**src/sbc_pkg.sv**
```systemverilog
// Shared constants, types and the lane control bundle for the sensor bias calibrator.
// No dependencies; every other file of the block depends on this package.
package sbc_pkg;

	// Number of axis fields carried by one word, and the defaults handed to the top level.
	localparam int NUM_FIELDS      = 3;
	localparam int AXES_DEF        = 3;
	localparam int SAMPLE_BITS_DEF = 16;

	// The sample count register and the taken counter are fixed at 16 bits.
	localparam int              CNT_BITS         = 16;
	localparam logic [CNT_BITS-1:0] SAMPLE_COUNT_RST = 16'd1000;

	// Sequencer states.
	typedef enum logic [1:0] {
		ST_IDLE,
		ST_EXEC,
		ST_DIV
	} sbc_state_t;

	// Control bundle from the sequencer to every lane.
	typedef struct packed {
		logic clear;     // drop sums and biases
		logic capture;   // latch the incoming sample
		logic acc;       // add the latched sample to the sum
		logic sub;       // result is sample minus bias
		logic div_load;  // load the divider with the sum magnitude
		logic div_step;  // one restoring division step
		logic div_fin;   // write the quotient into the bias
	} lane_ctl_t;

endpackage

```
**src/sbc_in_if.sv**
```systemverilog
// Input channel of the sensor bias calibrator: one raw three-axis word per handshake.
// Depends on sbc_pkg for the default sample width.
interface sbc_in_if #(
	parameter int SAMPLE_BITS = sbc_pkg::SAMPLE_BITS_DEF
);
	logic                          valid;
	logic                          ready;
	logic signed [SAMPLE_BITS-1:0] axis_x;
	logic signed [SAMPLE_BITS-1:0] axis_y;
	logic signed [SAMPLE_BITS-1:0] axis_z;

	modport source (output valid, output axis_x, output axis_y, output axis_z, input ready);
	modport sink (input valid, input axis_x, input axis_y, input axis_z, output ready);
endinterface

```
**src/sbc_out_if.sv**
```systemverilog
// Output channel of the sensor bias calibrator: one corrected word per handshake.
// Depends on sbc_pkg for the default sample width.
interface sbc_out_if #(
	parameter int SAMPLE_BITS = sbc_pkg::SAMPLE_BITS_DEF
);
	logic                        valid;
	logic                        ready;
	logic                        applied;
	logic signed [SAMPLE_BITS:0] out_x;
	logic signed [SAMPLE_BITS:0] out_y;
	logic signed [SAMPLE_BITS:0] out_z;

	modport source (output valid, output applied, output out_x, output out_y, output out_z,
		input ready);
	modport sink (input valid, input applied, input out_x, input out_y, input out_z,
		output ready);
endinterface

```
**src/sbc_cfg_if.sv**
```systemverilog
// Configuration write channel of the sensor bias calibrator: carries the sample count.
// Depends on sbc_pkg for the counter width.
interface sbc_cfg_if;
	logic                          valid;
	logic                          ready;
	logic [sbc_pkg::CNT_BITS-1:0]  sample_count;

	modport source (output valid, output sample_count, input ready);
	modport sink (input valid, input sample_count, output ready);
endinterface

```
**src/sbc_lane.sv**
```systemverilog
// One axis lane: running sum, serial restoring divider for the bias, and bias removal.
// Depends on sbc_pkg for the control bundle and the counter width.
module sbc_lane #(
	parameter int SAMPLE_BITS = sbc_pkg::SAMPLE_BITS_DEF,
	parameter int SUM_BITS    = sbc_pkg::SAMPLE_BITS_DEF + sbc_pkg::CNT_BITS,
	parameter bit ACTIVE      = 1'b1
) (
	input  logic                               clk,
	input  logic                               arst_n,
	input  sbc_pkg::lane_ctl_t                 ctl,
	input  logic [sbc_pkg::CNT_BITS-1:0]       divisor,
	input  logic signed [SAMPLE_BITS-1:0]      sample,
	output logic signed [SAMPLE_BITS:0]        result
);
	import sbc_pkg::*;

	logic signed [SAMPLE_BITS-1:0] smp_s1;
	logic signed [SUM_BITS-1:0]    sum_q;
	logic signed [SAMPLE_BITS-1:0] bias_q;
	logic [SUM_BITS-1:0]           dvd_q;
	logic [CNT_BITS-1:0]           rem_q;
	logic                          neg_q;

	logic [CNT_BITS:0]             rem_sh;
	logic                          rem_ge;
	logic [CNT_BITS:0]             rem_nx;
	logic [SUM_BITS-1:0]           sum_mag;
	logic [SAMPLE_BITS-1:0]        quot;

	// Restoring division step: shift one dividend bit into the remainder.
	always_comb begin
		rem_sh  = {rem_q, dvd_q[SUM_BITS-1]};
		rem_ge  = (rem_sh >= {1'b0, divisor});
		rem_nx  = rem_ge ? (rem_sh - {1'b0, divisor}) : rem_sh;
		sum_mag = sum_q[SUM_BITS-1] ? SUM_BITS'(-sum_q) : SUM_BITS'(sum_q);
		quot    = dvd_q[SAMPLE_BITS-1:0];
	end

	// Sample capture.
	always_ff @(posedge clk) begin
		if (ctl.capture) begin
			smp_s1 <= sample;
		end
	end

	// Running sum and bias; inactive lanes keep both at zero.
	always_ff @(posedge clk or negedge arst_n) begin
		if (!arst_n) begin
			sum_q  <= '0;
			bias_q <= '0;
		end else if (ctl.clear) begin
			sum_q  <= '0;
			bias_q <= '0;
		end else if (ACTIVE) begin
			if (ctl.acc) begin
				sum_q <= sum_q + SUM_BITS'(smp_s1);
			end
			if (ctl.div_fin) begin
				bias_q <= neg_q ? SAMPLE_BITS'(-quot) : SAMPLE_BITS'(quot);
			end
		end
	end

	// Divider registers: the dividend shifts out as the quotient shifts in.
	always_ff @(posedge clk) begin
		if (ctl.div_load) begin
			dvd_q <= sum_mag;
			rem_q <= '0;
			neg_q <= sum_q[SUM_BITS-1];
		end else if (ctl.div_step) begin
			dvd_q <= {dvd_q[SUM_BITS-2:0], rem_ge};
			rem_q <= rem_nx[CNT_BITS-1:0];
		end
	end

	// Pass the raw sample while calibrating, remove the bias afterwards.
	always_comb begin
		if (ctl.sub) begin
			result = (SAMPLE_BITS+1)'(smp_s1) - (SAMPLE_BITS+1)'(bias_q);
		end else begin
			result = (SAMPLE_BITS+1)'(smp_s1);
		end
	end

endmodule

```
**src/sensor_bias_calibrator.sv**
```systemverilog
// Sensor bias calibrator top level: sequencer, three axis lanes and the output register.
// Depends on sbc_pkg, the three channel interfaces and sbc_lane.
//
// Usage: raw three-axis words enter on the samples channel, corrected words leave on
// the results channel, and the cfg channel writes the sample count. Each accepted word
// gives exactly one result word. For the first sample_count words after reset or a
// count write, the lanes accumulate per-axis sums and the word passes unchanged with
// applied low. When the last of those words has been summed, each lane divides its sum
// by the count in a serial restoring divider, one quotient bit per cycle. Every later
// word has the per-axis bias subtracted and leaves with applied high.
// A word is accepted into the execute state, which loads its result into the output
// register once the register is free; no new word is taken until the execute state is
// left, and the word that completes calibration holds the input further while the
// dividers run in the divide state. A pending count write takes precedence over a word.
// Reset loads a count of 1000 and clears sums and biases. The output register holds a
// result until it is taken; while the receiver stalls, one more word is accepted and
// then waits in the lanes until the output register frees up.
module sensor_bias_calibrator #(
	parameter int AXES        = sbc_pkg::AXES_DEF,
	parameter int SAMPLE_BITS = sbc_pkg::SAMPLE_BITS_DEF
) (
	input  logic       clk,
	input  logic       arst_n,
	sbc_in_if.sink     samples,
	sbc_out_if.source  results,
	sbc_cfg_if.sink    cfg
);
	import sbc_pkg::*;

	localparam int SUM_BITS = SAMPLE_BITS + CNT_BITS;
	localparam int DCW      = $clog2(SUM_BITS + 2);
	localparam logic [DCW-1:0] DIV_LAST = DCW'(SUM_BITS + 1);

	sbc_state_t                state_q, state_nx;
	logic [CNT_BITS-1:0]       sample_count_q;
	logic [CNT_BITS-1:0]       taken_q;
	logic [DCW-1:0]            div_cnt_q;
	lane_ctl_t                 ctl;

	logic                      calibrating;
	logic                      slot_free;
	logic                      out_load;
	logic                      cfg_wr;
	logic [CNT_BITS-1:0]       taken_inc;

	logic                      out_valid_q;
	logic                      applied_q;
	logic signed [SAMPLE_BITS:0] out_q [NUM_FIELDS];

	logic signed [SAMPLE_BITS-1:0] lane_in  [NUM_FIELDS];
	logic signed [SAMPLE_BITS:0]   lane_out [NUM_FIELDS];

	assign lane_in[0] = samples.axis_x;
	assign lane_in[1] = samples.axis_y;
	assign lane_in[2] = samples.axis_z;

	assign calibrating = (taken_q != sample_count_q);
	assign slot_free   = !out_valid_q || results.ready;
	assign cfg_wr      = cfg.valid && cfg.ready;
	assign taken_inc   = taken_q + CNT_BITS'(1);

	// A word is only taken in idle cycles without a count write.
	assign cfg.ready     = (state_q == ST_IDLE);
	assign samples.ready = (state_q == ST_IDLE) && !cfg.valid;

	// Sequencer: next state and lane controls.
	always_comb begin
		state_nx     = state_q;
		ctl          = '0;
		out_load     = 1'b0;
		ctl.clear    = cfg_wr;
		ctl.sub      = !calibrating;
		unique case (state_q)
			ST_IDLE: begin
				if (samples.valid && !cfg_wr) begin
					ctl.capture = 1'b1;
					state_nx    = ST_EXEC;
				end
			end
			ST_EXEC: begin
				if (slot_free) begin
					out_load = 1'b1;
					ctl.acc  = calibrating;
					if (calibrating && (taken_inc == sample_count_q)) begin
						state_nx = ST_DIV;
					end else begin
						state_nx = ST_IDLE;
					end
				end
			end
			ST_DIV: begin
				ctl.div_load = (div_cnt_q == '0);
				ctl.div_step = (div_cnt_q != '0) && (div_cnt_q != DIV_LAST);
				ctl.div_fin  = (div_cnt_q == DIV_LAST);
				if (div_cnt_q == DIV_LAST) begin
					state_nx = ST_IDLE;
				end
			end
			default: begin
				state_nx = ST_IDLE;
			end
		endcase
	end

	always_ff @(posedge clk or negedge arst_n) begin
		if (!arst_n) begin
			state_q <= ST_IDLE;
		end else begin
			state_q <= state_nx;
		end
	end

	// Count register, taken counter and divider step counter.
	always_ff @(posedge clk or negedge arst_n) begin
		if (!arst_n) begin
			sample_count_q <= SAMPLE_COUNT_RST;
			taken_q        <= '0;
			div_cnt_q      <= '0;
		end else begin
			if (cfg_wr) begin
				sample_count_q <= cfg.sample_count;
				taken_q        <= '0;
			end else if (ctl.acc) begin
				taken_q <= taken_inc;
			end
			if (state_q == ST_DIV) begin
				div_cnt_q <= ctl.div_fin ? '0 : div_cnt_q + DCW'(1);
			end else begin
				div_cnt_q <= '0;
			end
		end
	end

	// Axis lanes; lanes at or beyond AXES never sum and keep a zero bias.
	for (genvar i = 0; i < NUM_FIELDS; i++) begin : g_lane
		sbc_lane #(
			.SAMPLE_BITS (SAMPLE_BITS),
			.SUM_BITS    (SUM_BITS),
			.ACTIVE      (i < AXES)
		) u_lane (
			.clk     (clk),
			.arst_n  (arst_n),
			.ctl     (ctl),
			.divisor (sample_count_q),
			.sample  (lane_in[i]),
			.result  (lane_out[i])
		);
	end

	// Output register merges the lane results into one word.
	always_ff @(posedge clk or negedge arst_n) begin
		if (!arst_n) begin
			out_valid_q <= 1'b0;
		end else if (out_load) begin
			out_valid_q <= 1'b1;
		end else if (results.ready) begin
			out_valid_q <= 1'b0;
		end
	end

	always_ff @(posedge clk) begin
		if (out_load) begin
			applied_q <= !calibrating;
			for (int i = 0; i < NUM_FIELDS; i++) begin
				out_q[i] <= lane_out[i];
			end
		end
	end

	assign results.valid   = out_valid_q;
	assign results.applied = applied_q;
	assign results.out_x   = out_q[0];
	assign results.out_y   = out_q[1];
	assign results.out_z   = out_q[2];

`ifndef SYNTH
	// The taken counter never runs past the programmed count.
	a_taken_bound: assert property (@(posedge clk) disable iff (!arst_n)
		taken_q <= sample_count_q)
		else $error("taken counter exceeds sample count");

	// The divider only runs once calibration is complete.
	a_div_done: assert property (@(posedge clk) disable iff (!arst_n)
		(state_q == ST_DIV) |-> (taken_q == sample_count_q))
		else $error("divider running before calibration completed");

	// An accepted word is always followed by the execute state.
	a_accept_exec: assert property (@(posedge clk) disable iff (!arst_n)
		(samples.valid && samples.ready && !cfg_wr) |=> (state_q == ST_EXEC))
		else $error("accepted word not executed");

	// After the final divider step writes the bias, the block returns to idle.
	a_div_exit: assert property (@(posedge clk) disable iff (!arst_n)
		ctl.div_fin |=> (state_q == ST_IDLE))
		else $error("sequencer did not return to idle after division");
`endif

endmodule
```
**src/flat_wrapper.sv**
```systemverilog
// flat-port wrapper written by rule: the top's interface ports become plain ports
module sensor_bias_calibrator_flat import sbc_pkg::*;
#(
	parameter int AXES        = sbc_pkg::AXES_DEF,
	parameter int SAMPLE_BITS = sbc_pkg::SAMPLE_BITS_DEF
)
  (clk, arst_n, samples_valid, samples_axis_x, samples_axis_y, samples_axis_z, samples_ready, results_valid, results_applied, results_out_x, results_out_y, results_out_z, results_ready, cfg_valid, cfg_sample_count, cfg_ready);
  sbc_in_if #(.SAMPLE_BITS(SAMPLE_BITS)) samples_i ();
  sbc_out_if #(.SAMPLE_BITS(SAMPLE_BITS)) results_i ();
  sbc_cfg_if cfg_i ();
  input  logic clk;
  input  logic arst_n;
  input wire logic [$bits(samples_i.valid)-1:0] samples_valid;
  input wire logic [$bits(samples_i.axis_x)-1:0] samples_axis_x;
  input wire logic [$bits(samples_i.axis_y)-1:0] samples_axis_y;
  input wire logic [$bits(samples_i.axis_z)-1:0] samples_axis_z;
  output wire logic [$bits(samples_i.ready)-1:0] samples_ready;
  output wire logic [$bits(results_i.valid)-1:0] results_valid;
  output wire logic [$bits(results_i.applied)-1:0] results_applied;
  output wire logic [$bits(results_i.out_x)-1:0] results_out_x;
  output wire logic [$bits(results_i.out_y)-1:0] results_out_y;
  output wire logic [$bits(results_i.out_z)-1:0] results_out_z;
  input wire logic [$bits(results_i.ready)-1:0] results_ready;
  input wire logic [$bits(cfg_i.valid)-1:0] cfg_valid;
  input wire logic [$bits(cfg_i.sample_count)-1:0] cfg_sample_count;
  output wire logic [$bits(cfg_i.ready)-1:0] cfg_ready;
  assign samples_i.valid = samples_valid;
  assign samples_i.axis_x = samples_axis_x;
  assign samples_i.axis_y = samples_axis_y;
  assign samples_i.axis_z = samples_axis_z;
  assign samples_ready = samples_i.ready;
  assign results_valid = results_i.valid;
  assign results_applied = results_i.applied;
  assign results_out_x = results_i.out_x;
  assign results_out_y = results_i.out_y;
  assign results_out_z = results_i.out_z;
  assign results_i.ready = results_ready;
  assign cfg_i.valid = cfg_valid;
  assign cfg_i.sample_count = cfg_sample_count;
  assign cfg_ready = cfg_i.ready;
  sensor_bias_calibrator #(.AXES(AXES), .SAMPLE_BITS(SAMPLE_BITS)) u_core (.clk(clk), .arst_n(arst_n), .samples(samples_i), .results(results_i), .cfg(cfg_i));
endmodule
```
**config.mk**
```make
export PLATFORM = sky130hd
export DESIGN_NAME = sensor_bias_calibrator_flat
export DESIGN_NICKNAME = d
export VERILOG_FILES = /design/src/sbc_pkg.sv /design/src/sbc_in_if.sv /design/src/sbc_out_if.sv /design/src/sbc_cfg_if.sv /design/src/sbc_lane.sv /design/src/sensor_bias_calibrator.sv /design/src/flat_wrapper.sv
export SDC_FILE = /design/constraint.sdc
export NUM_CORES = 1
export LEC_CHECK = 0
export BUFFER_PORTS_ARGS = -buffer_cell sky130_fd_sc_hd__buf_2
export CORE_ASPECT_RATIO = 2
export CORE_MARGIN = 10
export CORE_UTILIZATION = 50
export DETAILED_ROUTE_END_ITERATION = 16
export PLACE_DENSITY_LB_ADDON = 0.25
export SKIP_CTS_REPAIR_TIMING = 1
export SLEW_MARGIN = 0
export SYNTH_ARGS = -nofsm -noshare
export SYNTH_HDL_FRONTEND = slang
export SYNTH_SLANG_ARGS = --single-unit
```
**constraint.sdc**
```tcl
create_clock -name clk -period 4.8 [get_ports clk]
set_input_delay 0.96 -clock clk [delete_from_list [all_inputs] [get_ports clk]]
set_output_delay 0.96 -clock clk [all_outputs]
set_load 0.02 [all_outputs]
```
### Yosys cells after proc, flatten, opt, wreduce, memory -nomap -nowiden

Memories as Yosys holds them, arrays and structs flattened.
Cells that the tools add are included.

* add/subtract/negate cells: 17
* multipliers: 0
* div/mod/pow operators: 0
* magnitude comparators: 3
* equality and inequality tests: 9
* shift operators: 0
* mux-type cells: 50
* bitwise gates (word level): 0
* reduce and logical (&&, ||, !) cells: 18

Operators with widths (count)
* $mux 32: 15
* $mux 16: 14
* $add 32x16->32: 3
* $neg 32->32: 3
* $ge 17x16->1: 3
* $mux 17: 3
* $sub 16x16->17: 3
* $neg 16->16: 3
* $sub 16x16->16: 3
* $add 16x1->16 const B: 1
* $eq 16x16->1: 1
* $ne 16x16->1: 1
* $mux 6: 2
* $mux 1: 10
* $mux 2: 4
* $reduce_bool 2->1: 4
* $add 6x1->6 const B: 1
* $eq 6x6->1 const B: 1
* $logic_not 6->1: 1
* $ne 6x6->1 const B: 1
* $pmux 2 s3: 1
* $reduce_bool 6->1: 1
* $logic_and 1x1->1: 5
* $logic_not 1->1: 4
* 8 further kinds: 9

* register bits: 381
* latch bits: 0
* memory bits (writable): 51
* ROM bits: 0
* input port bits: 69
* output and inout bits: 55
* logic and storage cells: 122
* memories: 1

Memory list
* u_core.out_q: depth 3, bits a word 17, read ports 3, clocked after Yosys merged registers in 0, wr ports 3, line sensor_bias_calibrator.sv:48 `logic signed [SAMPLE_BITS:0] out_q [NUM_FIELDS];`

### Logic depth before layout (Yosys ltp)

* word-level depth: 6
* depth in mapped cells: 13
* mapped depth without buffers: 12

### Hierarchy

From an unflattened synthesis, not the netlist that was laid out.

* cells, all modules: 3299
* area, all modules: 30281.5 um^2

By module, submodules not included
* sbc_lane at u_core.g_lane[2].u_lane: instances 1, cells an instance 990, area each 8841.0 um^2, sequential area each 2992.9 um^2
* sbc_lane at u_core.g_lane[1].u_lane: instances 1, cells an instance 987, area each 8712.1 um^2, sequential area each 2992.9 um^2
* sbc_lane at u_core.g_lane[0].u_lane: instances 1, cells an instance 993, area each 8705.8 um^2, sequential area each 2992.9 um^2
* sensor_bias_calibrator: instances 1, cells an instance 329, area each 4022.6 um^2, sequential area each 2595.0 um^2

### Worst setup path before layout

No wires, ideal clock.

* kind: reg-to-reg
* from: register u_core.div_cnt_q[0]
* to: register u_core.g_lane[2].u_lane.rem_q[4]
* setup time: 0.062 ns
* data arrival time: 4.039 ns
* required time: 4.738 ns
* setup slack: 0.699 ns
* cell stages (with the launch flop): 9
* path buffers: 1
* clock period less this slack: 4.101 ns
* cells stage by stage: dfrtp_1 ha_1 and3b_1 a21o_1 inv_1 nand2_1 clkbuf_1 or4b_2 nand3_1

* word-level cells in the longest chain between the ends: 3
* elaborated cells on any way between the ends: 5
* those cells by class: 1 x eq/ne; 1 x mux; 3 x reduce/logical

Ends and longest elaborated chain
* start, declared: line sensor_bias_calibrator.sv:37 `logic [DCW-1:0] div_cnt_q;`
* start signal, assigned: line sensor_bias_calibrator.sv:127 `div_cnt_q <= ctl.div_fin ? '0 : div_cnt_q + DCW'(1);`
* $ne 6x6->1 / $reduce_bool 6->1 (equally long branches): line sensor_bias_calibrator.sv:93 `ctl.div_step = (div_cnt_q != '0) && (div_cnt_q != DIV_LAST);`
* $logic_and 1x1->1: line sensor_bias_calibrator.sv:93
* $mux 3 *: line sensor_bias_calibrator.sv:73 `unique case (state_q)`
* end signal, assigned: line sbc_lane.sv:72 `rem_q <= rem_nx[CNT_BITS-1:0];`
* end, declared: line sbc_lane.sv:21 `logic [CNT_BITS-1:0] rem_q;`

Every way passes the cells marked *; elsewhere a longest branch is shown, timed or not.
A chain may end at the register's enable or synchronous reset.

### Worst setup path after layout

* from: register u_core.g_lane[2].u_lane.smp_s1[0]
* to: register u_core.g_lane[2].u_lane.sum_q[26]

* word-level cells in the longest chain between the ends: 3

Ends and longest elaborated chain
* start, declared: line sbc_lane.sv:17 `logic signed [SAMPLE_BITS-1:0] smp_s1;`
* start signal, assigned: line sbc_lane.sv:42 `smp_s1 <= sample;`
* $add 32x16->32: line sbc_lane.sv:56 `sum_q <= sum_q + SUM_BITS'(smp_s1);`
* $mux 32: line sbc_lane.sv:55 `if (ctl.acc) begin`
* $mux 32: line sbc_lane.sv:51 `end else if (ctl.clear) begin`
* end signal, assigned: line sbc_lane.sv:56
* end, declared: line sbc_lane.sv:18 `logic signed [SUM_BITS-1:0] sum_q;`

Every way passes these cells. The select of a mux whose other input is x is not followed.

==> results.md <==
- GR Overflow Total: 0
- Tmin final: 3810 ps
- Tcrit/Tclk final: 79.3%
- Worst setup margin: 994 ps
- I/O pin count: 124
- Status: complete, no violations
- CP Cell Sequence: ha_1 -> fa_1 -> a211oi_1 -> o21a_1 -> o21bai_1 -> a211oi_1 -> o21ai_1 -> a41o_1 -> a311oi_1 -> xor2_1 -> o21ai_0
- Clk Latency, worst-skew pair: 570 ps
- Yosys reg bits: 432
- Slew @ Worst Pin: 1250 ps
- Slowest stage cell, crit path: a311oi_1
- Via count: 24000
- Yosys Warn Count: 0
- Root Driver: clkbuf_16
- Pin count of the biggest net entering global routing: 97
- Synth unique cells: 83
- EDFF count, synth: 199
- Worst min path class: in -> async
- Most used cell, CP: a211oi_1
- Cell Area, Placed: 30200 um2
- Die height: 360 um
- First-pass GRT wire length: 120000 um
- Crit. Startpoint: u_core.g_lane[2].u_lane.smp_s1[0]
- Area leader, netlist: edfxtp_1
- Share of the synthesized area in the top cell type: 20.7%
- Async S/R FF share, synth: 42.8%
- Die area: 68300 um2
- Design Area, Final: 31700 um2
- Worst-case reg-to-reg path depth: 11
- Slew Viols, Final: 0
- Clock buffer depth: 3
- WL/cell: 18.2 um
- Top sig layer: met4
- FF-to-FF End: u_core.g_lane[2].u_lane.sum_q[26]
- Mapped Cells: 3191
- Post-synthesis sequential area ratio: 40.1%
- Reg-to-reg setup timing slack: 990 ps
- Multi-input gate area: 16300 um2
- Antenna cells: 0
- Area contributors post-synth: edfxtp_1, dfrtp_1, ha_1
- Residual DRC count: 0
- IO buf count: 123
- Final Hold Fails: 0
- Final weighted congestion in routability-driven placement: 0.900
- Worst-path fanout max: 5
- DIE WIDTH: 190 um
- Clock Sinks: 432
- Leak: 13.4 nW
- Synthesized area: 28900 um2
- Initial antenna violation count: 0
- Max Cap Viol: 0
- CP arrival: 4200 ps
- RSZ-0062 raised after global routing: false
- Setup violators final: 0
- Detailed placement HPWL: 54400 um
- Nets: 3527
- Commonest non-fill, non-tap cell in the layout: o21ai_0
- Initial Utilization: 50.4%
- Clock transition at the registers of the reported paths: 70 ps
- H-tree depth: 2
- Fin Clk Skew: 25.0 ps
- Routed wire length: 73600 um
- Setup TNS: 0 ps
- CP Launch Type: flop
- PD cells: 503 nW/um2
- Fmax: 263 MHz
- Total length of routed met3 wires: 2630 um
- Avg Inst Size Synth: 9.04 um2
- Met2 wire len: 38900 um
- Post-place setup slack: 1090 ps
- Register Area: 11600 um2
- Total CTS buffers: 43
- Starting DRT DRC Count: 1214
- Synth Net Count: 3468
- Vias in the first global route: 24400
- Post-synthesis to final-layout area growth: 10.0%
- Final ANT Viol Nets: 0
- Rel. slew slack: 16.7%
- CTS tree: done
- Via density per instance: 5.95
- Pre-antenna DRT Iters: 5
- Most frequent cells in the layout: o21ai_0, nand2_1, nand3_1
- Worst hold slack: 413 ps
- Total GRT Usage: 20.9%
- WS Path Type: reg -> reg
- Core ar.: 57200 um2
- Critical Path Max Stage Delay: 630 ps
- Top FF cell, synth: edfxtp_1
- Proportion of layout cells with a drive suffix above 1: 8.65%
- Fillers: 5132
- Critical Path End Type: flop
- R2R Path Start: u_core.g_lane[2].u_lane.smp_s1[0]
- Met1 WL: 28700 um
- VDD IR max: 0.355 mV
- Rows: 124
- Critical Path RT: 5200 ps
## critical path: cells and delay by family (launching register included)
kind	cells	cell delay [ps]
xor gates and xnor gates	1	190
adders and majority gates	2	690
AOI/OAI and AO/OA	8	2330
DFF	1	430
## state kept, by name, summed over array words and instances (netlist names)
register / count
u_core.div_cnt_q: 6
u_core.state_q: 2
u_core.g_lane.u_lane.rem_q: 48
u_core.results.valid: 1
u_core.g_lane.u_lane.sum_q: 96
u_core.g_lane.u_lane.bias_q: 48
u_core.g_lane.u_lane.neg_q: 3
u_core.taken_q: 16
u_core.g_lane.u_lane.dvd_q: 96
u_core.sample_count_q: 16
u_core.results.applied: 1
u_core.g_lane.u_lane.smp_s1: 48
u_core.out_q: 51
## cell type report
cell class	instances	share of cell area, %
multi-input combinational	2482	51.4
sequential	432	36.5
clock buffer	51	3.65
tap	756	2.98
timing repair buffer	151	2.79
inverter	140	1.66
clock inverter	27	1.08
## worst max-delay path by stage
stage                                                   end  slack, ps  depth (start not counted)
after detailed placement  u_core.g_lane[2].u_lane.sum_q[26]       1090                         11
after global placement    u_core.g_lane[2].u_lane.sum_q[26]       1200                         11
after global routing      u_core.g_lane[2].u_lane.sum_q[26]        760                         11
after CTS                 u_core.g_lane[2].u_lane.sum_q[26]       1040                         11
after floorplan            u_core.g_lane[2].u_lane.rem_q[4]        700                          8
final                     u_core.g_lane[2].u_lane.sum_q[26]        990                         11
## stage by stage
step	total power (W)	util, %	cells
floorplan	0.0105	-	3191
global route	0.0171	55.4	4039
finish	0.0160	55.4	4039
CTS	0.0160	55.4	4039
detailed placement	0.0123	52.8	3961
global placement	0.0121	52.8	3961
## where the power goes
group	switching, W	leakage (nW)	internal [W]
clock	0.00151	0.753	0.00216
combinational	0.00399	7.96	0.00297
sequential	0.000910	4.69	0.00444
total	0.00642	13.4	0.00956
## metal layers
| layer | up-vias | global-route usage, % |
|---|---|---|
| li1 | 11800 | - |
| met4 | 0 | 10.8 |
| met2 | 525 | 39.3 |
| met5 | - | 0 |
| met3 | 177 | 2.63 |
| met1 | 11500 | 22.1 |
## cell families (layout without fill, tap and decap cells)
group | Yosys count | after routing | synth area share (%)
adder cells (fa/ha/maj) | 208 | 208 | 9.25
multiplexers | 29 | 29 | 1.03
flip-flops | 432 | 432 | 40.1
AND/OR/NAND/NOR | 1027 | 1027 | 17.3
AO/OA/AOI/OAI | 918 | 918 | 19.6
XOR/XNOR | 300 | 300 | 9.11
buffers and inverters | 277 | 369 | 3.63
## cell usage after synthesis (18+ instances only)
cell type	instances
o21ai_0	392
nand2_1	330
nand3_1	248
edfxtp_1	199
ha_1	199
dfrtp_1	179
xor2_1	175
nor2_1	149
a21oi_1	143
inv_1	139
xnor2_1	125
clkbuf_1	123
o31ai_1	70
nor3_1	58
a21o_1	53
dfxtp_1	48
a211oi_1	37
or3_1	33
nand2b_1	32
nor2b_1	30
o21a_1	30
nand4_1	28
a31oi_1	24
and3_1	23
mux2i_1	23
o311ai_0	22
or4_1	22
o41ai_1	21
o211ai_1	18
No activity file was read; power rests on OpenSTA's default activity.
